File: src/design/ritu_pkg.sv
// Shared widths, register indexes and limits for the radix integer-to-text unit.
// No dependencies; imported by every module of the block.
package ritu_pkg;

   localparam int RADIX_W = 6;
   localparam int DIGIT_W = 5;
   localparam int CHAR_W = 8;
   localparam int SYMBOL_COUNT = 32;
   localparam int SYMBOL_REGS = 4;
   localparam int SYMBOL_REG_W = 64;
   localparam int STORE_DEPTH = 64;
   localparam int STORE_AW = 6;
   localparam int TOTAL_W = 7;
   localparam int CSR_IDX_W = 3;
   localparam int DATA_W = 64;

   localparam int DEF_MAX_SYMBOLS = 32;
   localparam int DEF_VALUE_BITS = 64;

   localparam logic [CSR_IDX_W-1:0] REG_RADIX = 3'd0;
   localparam logic [CSR_IDX_W-1:0] REG_SYM_0_7 = 3'd1;
   localparam logic [CSR_IDX_W-1:0] REG_SYM_8_15 = 3'd2;
   localparam logic [CSR_IDX_W-1:0] REG_SYM_16_23 = 3'd3;
   localparam logic [CSR_IDX_W-1:0] REG_SYM_24_31 = 3'd4;

endpackage

File: src/design/ritu_divider.sv
// Restoring divider that produces one quotient bit per cycle for the text unit.
// Depends on ritu_pkg for the divisor width.
module ritu_divider
   import ritu_pkg::*;
#(
   parameter int VALUE_BITS = DEF_VALUE_BITS
) (
   input  logic                  clock,
   input  logic                  reset,
   input  logic                  start,
   input  logic [VALUE_BITS-1:0] dividend,
   input  logic [RADIX_W-1:0]    divisor,
   output logic                  done,
   output logic [VALUE_BITS-1:0] quotient,
   output logic [RADIX_W-1:0]    remainder
);

   localparam int CNT_W = $clog2(VALUE_BITS);

   logic                  busy_ff;
   logic                  done_ff;
   logic [CNT_W-1:0]      cnt_ff;
   logic [VALUE_BITS-1:0] quo_ff;
   logic [RADIX_W-1:0]    rem_ff;
   logic [RADIX_W:0]      trial;
   logic                  fits;

   assign trial = {rem_ff, quo_ff[VALUE_BITS-1]};
   assign fits = trial >= {1'b0, divisor};

   always_ff @(posedge clock) begin
      if (reset) begin
         busy_ff <= 1'b0;
         done_ff <= 1'b0;
         cnt_ff <= '0;
      end else begin
         done_ff <= 1'b0;
         if (start) begin
            busy_ff <= 1'b1;
            cnt_ff <= '0;
         end else if (busy_ff) begin
            cnt_ff <= cnt_ff + 1'b1;
            if (cnt_ff == CNT_W'(VALUE_BITS - 1)) begin
               busy_ff <= 1'b0;
               done_ff <= 1'b1;
            end
         end
      end
   end

   always_ff @(posedge clock) begin
      if (start) begin
         quo_ff <= dividend;
         rem_ff <= '0;
      end else if (busy_ff) begin
         quo_ff <= {quo_ff[VALUE_BITS-2:0], fits};
         rem_ff <= fits ? RADIX_W'(trial - {1'b0, divisor}) : trial[RADIX_W-1:0];
      end
   end

   assign done = done_ff;
   assign quotient = quo_ff;
   assign remainder = rem_ff;

endmodule

File: src/design/radix_integer_to_text_unit.sv
// Radix integer-to-text unit: checks the symbol table, divides repeatedly and emits digits.
// Depends on ritu_pkg and ritu_divider.
// Sequence: the table check steps through the symbols below the radix, then the shared
// divider yields one digit per division, then each character beat passes the fetch and emit
// states; an error gives one beat after the check. Items are taken one at a time.
// Reset: synchronous, active high; zeroes CSRs, counters and output valid; sequencer to idle.
module radix_integer_to_text_unit
   import ritu_pkg::*;
#(
   parameter int MAX_SYMBOLS = DEF_MAX_SYMBOLS,
   parameter int VALUE_BITS = DEF_VALUE_BITS
) (
   input  logic                 clock,
   input  logic                 reset,
   input  logic                 csr_we,
   input  logic [CSR_IDX_W-1:0] csr_index,
   input  logic [DATA_W-1:0]    csr_wdata,
   input  logic                 req_tvalid,
   output logic                 req_tready,
   input  logic [DATA_W-1:0]    req_tdata,   // [63:0] value
   output logic                 rsp_tvalid,
   input  logic                 rsp_tready,
   output logic [CHAR_W-1:0]    rsp_tdata,   // [7:0] character
   output logic                 rsp_tlast,
   output logic                 rsp_tuser    // [0] bad_base
);

   localparam logic [2:0] ST_IDLE = 3'd0;
   localparam logic [2:0] ST_CHECK = 3'd1;
   localparam logic [2:0] ST_ERROR = 3'd2;
   localparam logic [2:0] ST_DIV_START = 3'd3;
   localparam logic [2:0] ST_DIV_WAIT = 3'd4;
   localparam logic [2:0] ST_FETCH = 3'd5;
   localparam logic [2:0] ST_EMIT = 3'd6;

   localparam int SYM_FLAT_W = SYMBOL_REGS * SYMBOL_REG_W;

   logic [2:0]              state_ff, state_in;
   logic [RADIX_W-1:0]      radix_ff;
   logic [SYM_FLAT_W-1:0]   sym_flat_ff;
   logic [RADIX_W-1:0]      check_idx_ff, check_idx_in;
   logic [VALUE_BITS-1:0]   quotient_work_ff, quotient_work_in;
   logic [TOTAL_W-1:0]      digit_total_ff, digit_total_in;
   logic [STORE_AW-1:0]     emit_idx_ff, emit_idx_in;
   logic [DIGIT_W-1:0]      store_mem [STORE_DEPTH];
   logic [DIGIT_W-1:0]      rd_data_ff;
   logic                    rsp_valid_ff, rsp_valid_in;
   logic [CHAR_W-1:0]       rsp_char_ff, rsp_char_in;
   logic                    rsp_last_ff, rsp_last_in;
   logic                    rsp_bad_ff, rsp_bad_in;
   logic                    out_free;
   logic [CHAR_W-1:0]       chk_sym;
   logic                    chk_bad;
   logic                    radix_bad;
   logic                    div_start;
   logic                    div_done;
   logic [VALUE_BITS-1:0]   div_quotient;
   logic [RADIX_W-1:0]      div_remainder;
   logic [TOTAL_W-1:0]      total_next;

   always_ff @(posedge clock) begin
      if (reset) begin
         radix_ff <= '0;
         sym_flat_ff <= '0;
      end else if (csr_we) begin
         case (csr_index)
            REG_RADIX: radix_ff <= csr_wdata[RADIX_W-1:0];
            REG_SYM_0_7: sym_flat_ff[0*SYMBOL_REG_W +: SYMBOL_REG_W] <= csr_wdata;
            REG_SYM_8_15: sym_flat_ff[1*SYMBOL_REG_W +: SYMBOL_REG_W] <= csr_wdata;
            REG_SYM_16_23: sym_flat_ff[2*SYMBOL_REG_W +: SYMBOL_REG_W] <= csr_wdata;
            REG_SYM_24_31: sym_flat_ff[3*SYMBOL_REG_W +: SYMBOL_REG_W] <= csr_wdata;
            default: ;
         endcase
      end
   end

   assign radix_bad = (radix_ff < RADIX_W'(2)) || (radix_ff > RADIX_W'(MAX_SYMBOLS));

   always_comb begin
      chk_sym = '0;
      if (check_idx_ff < RADIX_W'(SYMBOL_COUNT)) begin
         chk_sym = sym_flat_ff[{check_idx_ff[DIGIT_W-1:0], 3'b000} +: CHAR_W];
      end
      chk_bad = (chk_sym == '0);
      for (int j = 0; j < SYMBOL_COUNT; j++) begin
         if ((RADIX_W'(j) > check_idx_ff) && (RADIX_W'(j) < radix_ff)
             && (sym_flat_ff[j*CHAR_W +: CHAR_W] == chk_sym)) begin
            chk_bad = 1'b1;
         end
      end
   end

   ritu_divider #(
      .VALUE_BITS(VALUE_BITS)
   ) u_divider (
      .clock(clock),
      .reset(reset),
      .start(div_start),
      .dividend(quotient_work_ff),
      .divisor(radix_ff),
      .done(div_done),
      .quotient(div_quotient),
      .remainder(div_remainder)
   );

   assign out_free = !rsp_valid_ff || rsp_tready;
   assign total_next = digit_total_ff + 1'b1;
   assign div_start = (state_ff == ST_DIV_START);
   assign req_tready = (state_ff == ST_IDLE);

   always_comb begin
      state_in = state_ff;
      check_idx_in = check_idx_ff;
      quotient_work_in = quotient_work_ff;
      digit_total_in = digit_total_ff;
      emit_idx_in = emit_idx_ff;
      rsp_valid_in = rsp_valid_ff && !rsp_tready;
      rsp_char_in = rsp_char_ff;
      rsp_last_in = rsp_last_ff;
      rsp_bad_in = rsp_bad_ff;
      case (state_ff)
         ST_IDLE: begin
            if (req_tvalid) begin
               check_idx_in = '0;
               quotient_work_in = req_tdata[VALUE_BITS-1:0];
               digit_total_in = '0;
               state_in = radix_bad ? ST_ERROR : ST_CHECK;
            end
         end
         ST_CHECK: begin
            if (chk_bad) begin
               state_in = ST_ERROR;
            end else if (check_idx_ff == radix_ff - 1'b1) begin
               state_in = ST_DIV_START;
            end else begin
               check_idx_in = check_idx_ff + 1'b1;
            end
         end
         ST_ERROR: begin
            if (out_free) begin
               rsp_valid_in = 1'b1;
               rsp_char_in = '0;
               rsp_last_in = 1'b1;
               rsp_bad_in = 1'b1;
               state_in = ST_IDLE;
            end
         end
         ST_DIV_START: begin
            state_in = ST_DIV_WAIT;
         end
         ST_DIV_WAIT: begin
            if (div_done) begin
               quotient_work_in = div_quotient;
               digit_total_in = total_next;
               if ((div_quotient != '0) && (total_next < TOTAL_W'(STORE_DEPTH))) begin
                  state_in = ST_DIV_START;
               end else begin
                  emit_idx_in = digit_total_ff[STORE_AW-1:0];
                  state_in = ST_FETCH;
               end
            end
         end
         ST_FETCH: begin
            state_in = ST_EMIT;
         end
         ST_EMIT: begin
            if (out_free) begin
               rsp_valid_in = 1'b1;
               rsp_char_in = sym_flat_ff[{rd_data_ff, 3'b000} +: CHAR_W];
               rsp_last_in = (emit_idx_ff == '0);
               rsp_bad_in = 1'b0;
               if (emit_idx_ff == '0) begin
                  state_in = ST_IDLE;
               end else begin
                  emit_idx_in = emit_idx_ff - 1'b1;
                  state_in = ST_FETCH;
               end
            end
         end
         default: begin
            state_in = ST_IDLE;
         end
      endcase
   end

   always_ff @(posedge clock) begin
      if (reset) begin
         state_ff <= ST_IDLE;
         check_idx_ff <= '0;
         quotient_work_ff <= '0;
         digit_total_ff <= '0;
         emit_idx_ff <= '0;
         rsp_valid_ff <= 1'b0;
      end else begin
         state_ff <= state_in;
         check_idx_ff <= check_idx_in;
         quotient_work_ff <= quotient_work_in;
         digit_total_ff <= digit_total_in;
         emit_idx_ff <= emit_idx_in;
         rsp_valid_ff <= rsp_valid_in;
      end
   end

   always_ff @(posedge clock) begin
      rsp_char_ff <= rsp_char_in;
      rsp_last_ff <= rsp_last_in;
      rsp_bad_ff <= rsp_bad_in;
   end

   always_ff @(posedge clock) begin
      if ((state_ff == ST_DIV_WAIT) && div_done) begin
         store_mem[digit_total_ff[STORE_AW-1:0]] <= div_remainder[DIGIT_W-1:0];
      end
      rd_data_ff <= store_mem[emit_idx_ff];
   end

   assign rsp_tvalid = rsp_valid_ff;
   assign rsp_tdata = rsp_char_ff;
   assign rsp_tlast = rsp_last_ff;
   assign rsp_tuser = rsp_bad_ff;

endmodule

File: config.mk
export PLATFORM = sky130hd
export DESIGN_NAME = radix_integer_to_text_unit
export DESIGN_NICKNAME = d
export VERILOG_FILES = /design/src/design/ritu_pkg.sv /design/src/design/ritu_divider.sv /design/src/design/radix_integer_to_text_unit.sv
export SDC_FILE = /design/constraint.sdc
export NUM_CORES = 2
export LEC_CHECK = 0
export BUFFER_PORTS_ARGS = -buffer_cell sky130_fd_sc_hd__buf_4
export CAP_MARGIN = 10
export CORE_UTILIZATION = 40
export DETAILED_ROUTE_END_ITERATION = 7
export MAX_ROUTING_LAYER = met4
export PLACE_DENSITY = 0.62
export SLEW_MARGIN = 10
export SYNTH_ARGS = -nofsm -noshare
export SYNTH_HDL_FRONTEND = slang
export SYNTH_HIERARCHICAL = 1
export SYNTH_SLANG_ARGS = --single-unit
File: constraint.sdc
create_clock -name clock -period 6 [get_ports clock]
set_input_delay 1.2 -clock clock [delete_from_list [all_inputs] [get_ports clock]]
set_output_delay 1.2 -clock clock [all_outputs]
set_load 0.02 [all_outputs]
Yosys cells after proc, flatten, opt, wreduce, memory -nomap -nowiden --
Memory sizes are Yosys's and may differ from the RTL's. A register that Yosys moved wholly into a read port is not among the register bits. Cells that the tools add are included.
Operators by class: $add $sub $neg 6, $lt $le $gt $ge 69, eq/ne operators 53, shift operators 2, muxes and demuxes 77, bitwise logic cells 1, reduce and logical (&&, ||, !) cells 94
Operators with widths (number):
- 256-bit by 9-bit indexed part select with 8-bit output | 2
- 8-bit == test | 32
- 64-bit two-way mux | 4
- 64-bit case mux with 2 select lines | 1
- 5-bit by 6-bit greater-than comparator with 1-bit output (first input constant) | 16
- 5-bit by 6-bit < comparator with 1-bit output (first input constant) | 16
- 1-bit logical AND | 67
- 64-bit nonzero test | 1
- 4-bit by 6-bit greater-than comparator with 1-bit output (first input constant) | 8
- 4-bit by 6-bit < comparator with 1-bit output (first input constant) | 8
- 6-bit two-way mux | 8
- 1-bit two-way mux | 43
- 3-bit by 6-bit greater-than comparator with 1-bit output (first input constant) | 4
- 3-bit by 6-bit < comparator with 1-bit output (first input constant) | 4
- 3-bit two-way mux | 8
- 8-bit two-way mux | 3
- 6-bit case mux with 2 select lines | 2
- 3-bit case mux with 7 select lines | 1
- 8-bit case mux with 2 select lines | 1
- 7-bit two-way mux | 2
- 2-bit != test (second input constant) | 7
- 7-bit case mux with 2 select lines | 1
- 6-bit by 1-bit adder with 6-bit output (second input constant) | 2
- 3-bit by 2-bit == test with 1-bit output (second input constant) | 4
- 33 further kinds | 57
Storage, ports and cells: bits in registers 437, memory bits (writable) 320, output and inout port bits 12, logic and storage cells 322, memories kept 1
Memories:
- store_mem | depth 64, width 5, read ports 1, clocked after memory_dff 1, wr ports 1, line radix_integer_to_text_unit.sv:45 | logic [DIGIT_W-1:0] store_mem [STORE_DEPTH];

Logic depth before layout (Yosys ltp) --
depth after elaboration 38, depth in mapped cells 17, gate-level depth less buffers 13

Cells and area by module --
Netlist, hierarchy kept.
By module, submodules not included:
- radix_integer_to_text_unit | times used 1, cells each 3145, area an instance 34013.9 um^2, seq. area each 16996.3 um^2
- ritu_divider | times used 1, cells each 246, area an instance 3578.4 um^2, seq. area each 2202.1 um^2

Least setup slack after synthesis --
No wires, ideal clock.
path kind reg2reg, start reg emit_idx_ff[0], end reg emit_idx_ff[2], library setup time 0.128 ns, arrival 3.165 ns, path slack 2.708 ns, stages on the path, launching flop included 13, buffers on the path 4, cells stage by stage dfxtp_1 clkbuf_1 buf_1 clkbuf_1 inv_1 ha_1 nand3_1 a31oi_1 nor2_1 clkbuf_1 o21ai_0 a22oi_1 nor2_1
Between the ends: word-level cells in the longest chain between the ends 4, elaborated cells between the ends (all ways) 7, those cells by class 1 x add/sub; 1 x eq/ne; 3 x mux; 2 x reduce/logical
RTL lines:
- start, declared | line radix_integer_to_text_unit.sv:44 | logic [STORE_AW-1:0] emit_idx_ff, emit_idx_in;
- start signal, assigned | line radix_integer_to_text_unit.sv:199 | emit_idx_ff <= emit_idx_in;
- 6-bit by 1-bit subtractor with 6-bit output | line radix_integer_to_text_unit.sv:175 | emit_idx_in = emit_idx_ff - 1'b1;
- 6-bit two-way mux | line radix_integer_to_text_unit.sv:172 | if (emit_idx_ff == '0) begin
- 6-bit two-way mux | line radix_integer_to_text_unit.sv:167 | if (out_free) begin
- 6-bit case mux with 2 select lines | line radix_integer_to_text_unit.sv:121 | case (state_ff)
Several ways; a longest one is shown, not always the timed one. The select of a mux whose other input is x is not followed. A chain may end at the register's enable or synchronous reset.

Final worst setup path --
start reg check_idx_ff[2], end reg check_idx_ff[1]
Between the ends: word-level cells in the longest chain between the ends 38, elaborated cells between the ends (all ways) 168, those cells by class 33 x order compare; 35 x eq/ne; 1 x shift; 33 x mux; 66 x reduce/logical
RTL lines:
- start, declared | line radix_integer_to_text_unit.sv:41 | logic [RADIX_W-1:0] check_idx_ff, check_idx_in;
- start signal, assigned | line radix_integer_to_text_unit.sv:196 | check_idx_ff <= check_idx_in;
- 256-bit by 9-bit indexed part select with 8-bit output / 6-bit < comparator (equally long branches) | line radix_integer_to_text_unit.sv:82, radix_integer_to_text_unit.sv:81
- 8-bit two-way mux | line radix_integer_to_text_unit.sv:81 | if (check_idx_ff < RADIX_W'(SYMBOL_COUNT)) begin
- 8-bit == test | line radix_integer_to_text_unit.sv:87 | && (sym_flat_ff[j*CHAR_W +: CHAR_W] == chk_sym)) begin
- 1-bit logical AND | line radix_integer_to_text_unit.sv:87
- 1-bit two-way mux (32 in series) | line radix_integer_to_text_unit.sv:86 | if ((RADIX_W'(j) > check_idx_ff) && (RADIX_W'(j) < radix_ff)
- 2-bit != test (no line)
- 4-bit AND reduction (no line) *
Every way passes the cells marked *; elsewhere a longest branch is shown, timed or not.

==> reports/results.txt <==
Setup violations remaining at the end of the flow were counted as 0. The worst setup path is captured at a flop. The finished layout holds 4754 standard cells, fillers aside.

In the layout the commonest cells are nand2_1, edfxtp_1, dfxtp_1. The tools report the data required time at the worst endpoint as 6.59 ns. The logs give 0.04424 ns for the maximum clock skew at final layout and 141 for the maximum number of pins on one net before global-route repair.

Once detailed placement completed, the half-perimeter wirelength came to 87600 µm. The clock period minus final worst setup slack works out to 5.052 ns. In the final routed layout, each cell accounts on average for 26.23 µm.

The async set or reset register ratio after synthesis is 0%, and the number of placement rows is 112. Along the worst path, the maximum fanout reaches 23. For this design, the CTS-stage hold fixing added 0 buffers. The number of CTS-inserted buffers was 83; the per-instance average area after synthesis was 11.09 µm². For this run, the top clock speed supported by timing is 198.0 MHz. Summing all placed instances gives a cell area of 39680 µm². The most common library cell in the layout ignoring fill and taps was nand2_1. Slew at the pin closest to its max-slew limit: 1.155 ns.

The area of the die came out at 95210 µm². The cell count after synthesis came out at 3391. The commonest register cell after synthesis was edfxtp_1. edfxtp_1 takes more of the synthesized area than any other cell. The routed via count divided by cell count was 5.878; the global-route wire length before repair was 181900 µm. The tools report the via count of the first global-routing pass as 26510. Counting every net in the synthesized netlist gives 3546. The run finished with clean final reports.

CTS saw 762 sinks. The pre-antenna-repair detailed-routing pass consisted of 8 iterations. Synthesis inferred 762 register bits. Ranked by total cell area, the synthesized netlist is headed by edfxtp_1, dfxtp_1, mux4_2, nand2_1, mux2i_1. For this run the aggregate overflow at the end of global routing stands at 0. Most common cell type on the critical path: nor4_1. The detailed router finished its first iteration with 3476 violations. IR analysis of the VDD net gives a maximum drop of 0.0002239 V. Setup repair after global routing left no endpoint under its margin. The count of nets left with antenna violations once routing finished came out at 0. The worst relative slew slack is 22.92%, and the initial core utilization is 40.34%. The H-tree was split into 3 levels. The height of the chip is 308.6 µm, and the clock slew at the register clock pins of the worst setup and hold paths is 0.06 ns. The worst-skew pair later-pin latency is 0.68 ns, and the peak per-stage delay on the critical path is 0.80 ns. The tools report the number of cells upsized or downsized after cts as 0.

Yosys printed 6 warnings. TritonCTS built the clock tree. Port buffering added 147 buffers. The share of post-route cells with drive strength above 1 is 18.04%, and the placement-stage worst setup slack is 1.181 ns. Portion of the clock cycle consumed by the worst path in the final layout: 84.19%.

In this run the biggest area consumer among cell types represents 31.47% of the synthesized area. The worst setup path is launched from a flop. The run gives 0 as the max-cap check violation count. The critical path is of the reg -> reg type. The path type of the worst min-delay path is reg -> reg.

Across all setup checks in the final design, the least slack found is 0.9483 ns. After synthesis, the netlist uses 71 different library cells. Adding up every negative setup slack in the final design gives 0 ns.

For the number of antenna violations at the first check in global routing, the log shows 6. The core area was 93190 µm². Once layout is done, the placed cells without fillers occupy 42500 µm². The area growth from synthesis to layout is 13.05%. The total via count after detailed routing is 27950, and the cell area after synthesis is 37590 µm². The clock passes through at most 3 buffers.

The routed wire length was 124700 µm. The share of the yosys chip area belonging to registers is 51.07%, and the number of fill cells is 8539. Routability-driven placement finished with a final weighted congestion of 1.090. The run gives 4595 as the cell total after placement. Signal arrival time at the worst endpoint: 5.64 ns.

In this run the horizontal extent of the chip is 308.6 µm. The run gives 0 as the count of final max-slew check failures. After clock tree synthesis, the setup repair step added 0 buffers.

Traced cell by cell, the critical path runs through nand2b_1, o22ai_1, o21ai_1, a41oi_4, buf_4, a2111oi_0, o211ai_1, nor4_1, nor4_1, and4_1, and2_1, or3_1, a31oi_1. The number of synthesized flops with an enable pin is 394, and the final worst hold slack is 0.4529 ns. Library cell used as clock root buffer: clkbuf_16. The count of endpoints failing hold in the final timing report was 0; the final routed DRC violation total was 0. Top-level port count: 148.

Cell type of the slowest stage on the worst timing path: dfxtp_1. Dividing total power by cell area gives a power density of 293.0 nW/µm². In the final design database the tool counted 3581 nets. The leakage dissipation was 13.39 nW; the aggregate global-route resource usage was 26.67%.
==> synth_stat cells (all sizes together) (26+ instances only) <==
cell / count
mux2: 65
o22ai: 66
inv: 27
mux2i: 177
clkbuf: 161
mux4: 174
a22oi: 54
nor4: 53
nor2: 162
nand3: 38
buf: 98
nand4: 51
a21oi: 341
xnor2: 179
xor2: 78
nand2: 623
a211oi: 26
o21ai: 72
edfxtp: 394
dfxtp: 368
==> layer usage <==
layer | global-route usage [%] | part of all wire (%)
met1 | 36.46 | 43
met4 | 9.730 | 3.9
met5 | - | 0
met3 | 6.098 | 9.2
met2 | 38.57 | 44
==> worst paths after layout <==
path / start / end / slack, ns / cells after the start
min: quotient_work_ff[7] / quotient_work_ff[7] / 0.45 / 2
max reg2reg: check_idx_ff[2] / check_idx_ff[1] / 0.95 / 13
max: check_idx_ff[2] / check_idx_ff[1] / 0.95 / 13
min reg2reg: quotient_work_ff[7] / quotient_work_ff[7] / 0.45 / 2
==> worst max-delay path: cells and delay by family (launching register included) <==
family | cells | cell delay, ns
AND/OR/NAND/NOR | 6 | 2.13
AO/OA/AOI/OAI | 6 | 1.63
buffers and inverters | 1 | 0.37
flip-flops | 1 | 0.80
==> power by group <==
part | internal [mW] | leakage (nW) | switching, mW
clock network | 3.03 | 1.35 | 2.21
registers | 5.91 | 6.56 | 0.143
logic | 0.359 | 5.49 | 0.801
total | 9.30 | 13.4 | 3.16
==> state kept, by name (all words and copies together) (netlist names) <==
register             flops
emit_idx_ff              6
rsp_tuser                1
store_mem              320
u_divider/remainder      6
state_ff                 3
rsp_tdata                8
radix_ff                 6
rsp_tlast                1
u_divider/quotient      64
digit_total_ff           7
u_divider/cnt_ff         6
sym_flat_ff            256
rsp_tvalid               1
u_divider/done           1
check_idx_ff             6
rd_data_ff               5
quotient_work_ff        64
u_divider/busy_ff        1
==> stage by stage <==
stage | total power, mW | util, %
floorplan | 6.801 | -
global placement | 7.293 | 42.58
detailed placement | 7.314 | 42.58
CTS | 12.52 | 45.59
global route | 12.85 | 45.60
finish | 12.45 | 45.60
==> area by class of cell <==
cell class / instances / area (µm²) / share of cell area (%)
Sequential cell: 762 / 19220 / 45.23
Multi-Input combinational cell: 2342 / 17160 / 40.37
Clock buffer: 101 / 2195 / 5.164
Timing Repair Buffer: 209 / 1627 / 3.827
Tap cell: 1254 / 1569 / 3.692
Clock inverter: 51 / 606.8 / 1.428
Inverter: 28 / 105.1 / 0.2473
Antenna cell: 7 / 17.52 / 0.04122
==> logic make-up after synthesis <==
logic type | after synthesis | synth area share [%]
AND/OR/NAND/NOR | 1038 | 12.01
multiplexers | 416 | 17.08
XOR/XNOR | 257 | 5.988
flip-flops | 762 | 51.07
adder cells (fa/ha/maj) | 19 | 0.6524
AO/OA/AOI/OAI | 612 | 9.669
buffers and inverters | 287 | 3.525
Note: power is estimated with default switching activity, not from simulation.
